==> config.mk <==
export PLATFORM = sky130hd
export DESIGN_NAME = tfvn_hash
export DESIGN_NICKNAME = d
export VERILOG_FILES = /design/src/design/tfvn_pkg.sv /design/src/design/tfvn_hash.sv
export SDC_FILE = /design/constraint.sdc
export NUM_CORES = 2
export LEC_CHECK = 0
export ABC_AREA = 1
export BUFFER_PORTS_ARGS = -buffer_cell sky130_fd_sc_hd__buf_2
export CAP_MARGIN = 0
export CORE_ASPECT_RATIO = 1.1
export CORE_UTILIZATION = 55
export CTS_CLUSTER_DIAMETER = 80
export DETAILED_ROUTE_END_ITERATION = 6
export PLACE_DENSITY = 0.67
export REMOVE_ABC_BUFFERS = 1
export SLEW_MARGIN = 5
export SYNTH_ARGS = -nofsm -noshare
export SYNTH_HDL_FRONTEND = slang
export SYNTH_SLANG_ARGS = --single-unit
==> constraint.sdc <==
create_clock -name aclk -period 10.15 [get_ports aclk]
set_clock_uncertainty 0.2 [all_clocks]
set_input_delay 2.5375 -clock aclk [delete_from_list [all_inputs] [get_ports aclk]]
set_output_delay 2.5375 -clock aclk [all_outputs]
set_load 0.01 [all_outputs]
==> src/design/tfvn_pkg.sv <==
// types and constants of the tileable fractal value noise block
`default_nettype none
package tfvn_pkg;

    localparam int COORD_W   = 11;
    localparam int CORNER_W  = 12;
    localparam int OCT_W     = 4;
    localparam int NUM_OCT   = 16;
    localparam int HASH_W    = 16;
    localparam int SUM_W     = 17;
    localparam int CFG_IDX_W = 2;

    localparam logic [CFG_IDX_W-1:0] CFG_LOWEST_OCTAVE  = 2'd0;
    localparam logic [CFG_IDX_W-1:0] CFG_HIGHEST_OCTAVE = 2'd1;

    localparam logic [OCT_W-1:0] LOWEST_RESET  = 4'd2;
    localparam logic [OCT_W-1:0] HIGHEST_RESET = 4'd8;

    localparam logic [SUM_W-1:0] HEIGHT_FLOOR = 17'd39424;

    localparam logic [31:0] HASH_X_MUL  = 32'd1619;
    localparam logic [31:0] HASH_Y_MUL  = 32'd31337;
    localparam logic [31:0] HASH_SQ_MUL = 32'd60493;
    localparam logic [31:0] HASH_ADD1   = 32'd19990303;
    localparam logic [31:0] HASH_ADD2   = 32'd1376312589;
    localparam logic [31:0] HASH_MASK   = 32'h7fffffff;
    localparam int          HASH_SHIFT1 = 13;
    localparam int          HASH_SHIFT2 = 15;

    typedef struct packed {
        logic [COORD_W-1:0] x_coord;
        logic [COORD_W-1:0] y_coord;
    } sample_t;

    typedef struct packed {
        logic [SUM_W-1:0] noise_sum;
        logic [SUM_W-1:0] height_fixed;
    } result_t;

endpackage
`default_nettype wire

==> src/design/tfvn_hash.sv <==
// four-stage pipelined lattice corner hash
`default_nettype none
module tfvn_hash (
    input  wire logic                           aclk,
    input  wire logic                           en,
    input  wire logic [tfvn_pkg::CORNER_W-1:0]  cx,
    input  wire logic [tfvn_pkg::CORNER_W-1:0]  cy,
    output logic      [tfvn_pkg::HASH_W-1:0]    hash
);

    logic [31:0] lin;
    logic [31:0] lin_masked;
    logic [31:0] n_a_next, n_a_reg;
    logic [31:0] sq_next, sq_reg;
    logic [31:0] n_b_reg;
    logic [31:0] t_next, t_reg;
    logic [31:0] n_c_reg;
    logic [31:0] u;
    logic [tfvn_pkg::HASH_W-1:0] hash_next, hash_reg;

    // stage a: linear mix and xor fold
    always_comb begin
        lin        = 32'(cx) * tfvn_pkg::HASH_X_MUL + 32'(cy) * tfvn_pkg::HASH_Y_MUL;
        lin_masked = lin & tfvn_pkg::HASH_MASK;
        n_a_next   = lin_masked ^ (lin_masked >> tfvn_pkg::HASH_SHIFT1);
    end

    // stage b: square
    assign sq_next = n_a_reg * n_a_reg;

    // stage c: scale and offset
    assign t_next = sq_reg * tfvn_pkg::HASH_SQ_MUL + tfvn_pkg::HASH_ADD1;

    // stage d: final product
    always_comb begin
        u         = n_c_reg * t_reg + tfvn_pkg::HASH_ADD2;
        hash_next = tfvn_pkg::HASH_W'((u & tfvn_pkg::HASH_MASK) >> tfvn_pkg::HASH_SHIFT2);
    end

    always_ff @(posedge aclk) begin
        if (en) begin
            n_a_reg  <= n_a_next;
            sq_reg   <= sq_next;
            n_b_reg  <= n_a_reg;
            t_reg    <= t_next;
            n_c_reg  <= n_b_reg;
            hash_reg <= hash_next;
        end
    end

    assign hash = hash_reg;

endmodule
`default_nettype wire

==> metrics <==
distinct cell type count after synthesis 58; asr flop ratio synth 0%; Fin. Hold Viols 0; # DRC 0; core area roughly 85000 sq um; #FFs+latches synth approximately 160; area delta synth->final 4.233%; outcome completed; Yosys top cell by area fa_1; RSZ-0062 raised after global routing no; CTS Root Cell clkbuf_16; initial DRC count around 1.7k; # hold bufs at CTS 0; crit-path leading delay family adder cells; commonest cells in the netlist 1834 x inv_1, 1084 x nand2_1, 976 x fa_1; Die ar. 87000 sq um; Initial Util a little under three fifths; Slowest cell on crit path edfxtp_1; GP Congestion 0.8920; top-count cell post-synth inv_1; vias in the first global route 36.33k; num ports between 40 and 50; Reg2Reg Setup Slack approximately 2200 ps; crit path kind flip-flop to flip-flop; CP max stage delay about 840 ps; Detail Route Antenna Nets 0; estimated wirelength of the detail-placed design 93820 um; worst skew pair latency ~500 ps; fin crit share between 70% and 80%; chip width 281.3 um; CTS tree built; register area share after synthesis between 10 and 15%; antenna violations before repair 0; H-tree depth 4; Area contributors post-synth fa_1 41%, ha_1 15%, inv_1 15%; drt wl/cell roughly 17 um; post-route setup TNS 0 ps; Routed WL roughly 110000 um; PortBufs 41; GRT overflow 0; clock sink total around 160; via count of the routed design roughly 33k; Die Y 309.3 um; ant diodes 0; Final nets around 7k; CTS Buf Count 17; Buffers & Inverters on Critical Path 7; FP Rows between 100 and 150; max_cap viols 0; Top FF cell, synth edfxtp_1; Worst-path clk slew 70 ps; Synth top area share between 40% and 50%; minimum clock period a little under 8000 ps; Critical Path End Type flip-flop; syn_area_per_cell between 8 and 9 sq um; CP required 10140 ps; via-per-instance ratio 5.034; arrival time worst endpoint between 7000 and 8000 ps; CP startpoint kind flip-flop; worst-case clock buffer depth 2; worst-margin pin slew 1176 ps; worst hold path type flip-flop to flip-flop; largest fanout on the critical path 16; # setup viols final 0; gr usage total around 28%; Post-CTS Setup Inserts 0; Mapped Area about 47000 sq um; EDFF count, synth between 150 and 200; Worst path most repeated cell fa_1; post-cts resize count 0; drt first pass iters 5; Syn Inst Count ~5.4k; Ys Warns 0; largest net degree at the start of global routing 61; fraction of layout cells with a size suffix above 1 about 3.1%; first-pass GRT wire length 184800 um; Max Clk Rate between 0.1 and 0.15 GHz; Final Max Tran Viols 0; relative slew slack 21.57%
-- worst paths after layout --
check             depth (start not counted)          end         from
setup / recovery                         26   sq_reg[30]   n_a_reg[3]
hold / removal                            0  n_c_reg[24]  n_b_reg[24]
setup reg to reg                         26   sq_reg[30]   n_a_reg[3]
hold reg to reg                           0  n_c_reg[24]  n_b_reg[24]
-- per-stage QoR --
stage                     hold WS, ps  setup WS (ps)  cell area (sq um)  util, %  cells
after detailed placement        204.5           1736              48580    57.21   6528
final                           216.1           2242              49200    57.94   6559
after global placement          200.2           1746              48580    57.21   6528
after floorplan                 200.3           2259              46640        -   5306
after global routing            222.5           1867              49200    57.94   6559
after CTS                       219.3           2265              49200    57.94   6559
-- area by class of cell --
cell class / count / area (sq um)
clock buffer: 18 / 429.2
tap: 1140 / 1426
inverter: 1840 / 6908
fill: 7661 / 35720
timing repair buffer: 82 / 519.2
sequential: 159 / 4775
multi-input combinational: 3307 / 34950
clock inverter: 13 / 187.7
-- placed cells by master, fill, tap and decap left out, drive strengths merged, types with 3 or more instances in the layout --
cell type / Yosys / final
or2: 7 / 7
nand2: 1101 / 1101
nand4: 15 / 15
fa: 976 / 976
xor2: 90 / 90
o21ai: 62 / 62
conb: 2 / 7
inv: 1839 / 1841
a21oi: 118 / 118
o211ai: 4 / 4
o21bai: 11 / 11
a21o: 12 / 12
nor2: 102 / 102
edfxtp: 159 / 159
o21a: 6 / 6
nand3: 106 / 106
nor4: 5 / 5
nor3: 15 / 15
xnor2: 54 / 54
clkbuf: 83 / 18
ha: 573 / 573
a211oi: 3 / 3
clkinv: 1 / 6
a31oi: 9 / 9
bufinv: 0 / 4
buf: 54 / 82
nand3b: 16 / 16
-- per-layer routing --
| layer | global-route usage [%] | up-vias | routed length [um] |
|---|---|---|---|
| met5 | 0 | - | 0 |
| met4 | 9.201 | 0 | 3428 |
| met3 | 3.088 | 186 | 4774 |
| met2 | 50.45 | 665 | 57260 |
| met1 | 33.78 | 16667 | 44920 |
| li1 | - | 15503 | - |
-- cells by family (layout without fill, tap and decap cells) --
family / Yosys count / after routing / share of synthesized area (%)
flops: 159 / 159 / 10.12
fa+ha+maj: 1549 / 1549 / 56.58
buf+inv: 1977 / 1953 / 15.87
other cells: 2 / 7 / 0.01591
xor+xnor: 146 / 146 / 2.799
compound gates: 235 / 235 / 2.897
simple gates: 1370 / 1370 / 11.72
Power is left out: the tool's default activity adds up to more than one toggle a clock period on the data nets, which glitch-free logic cannot reach.
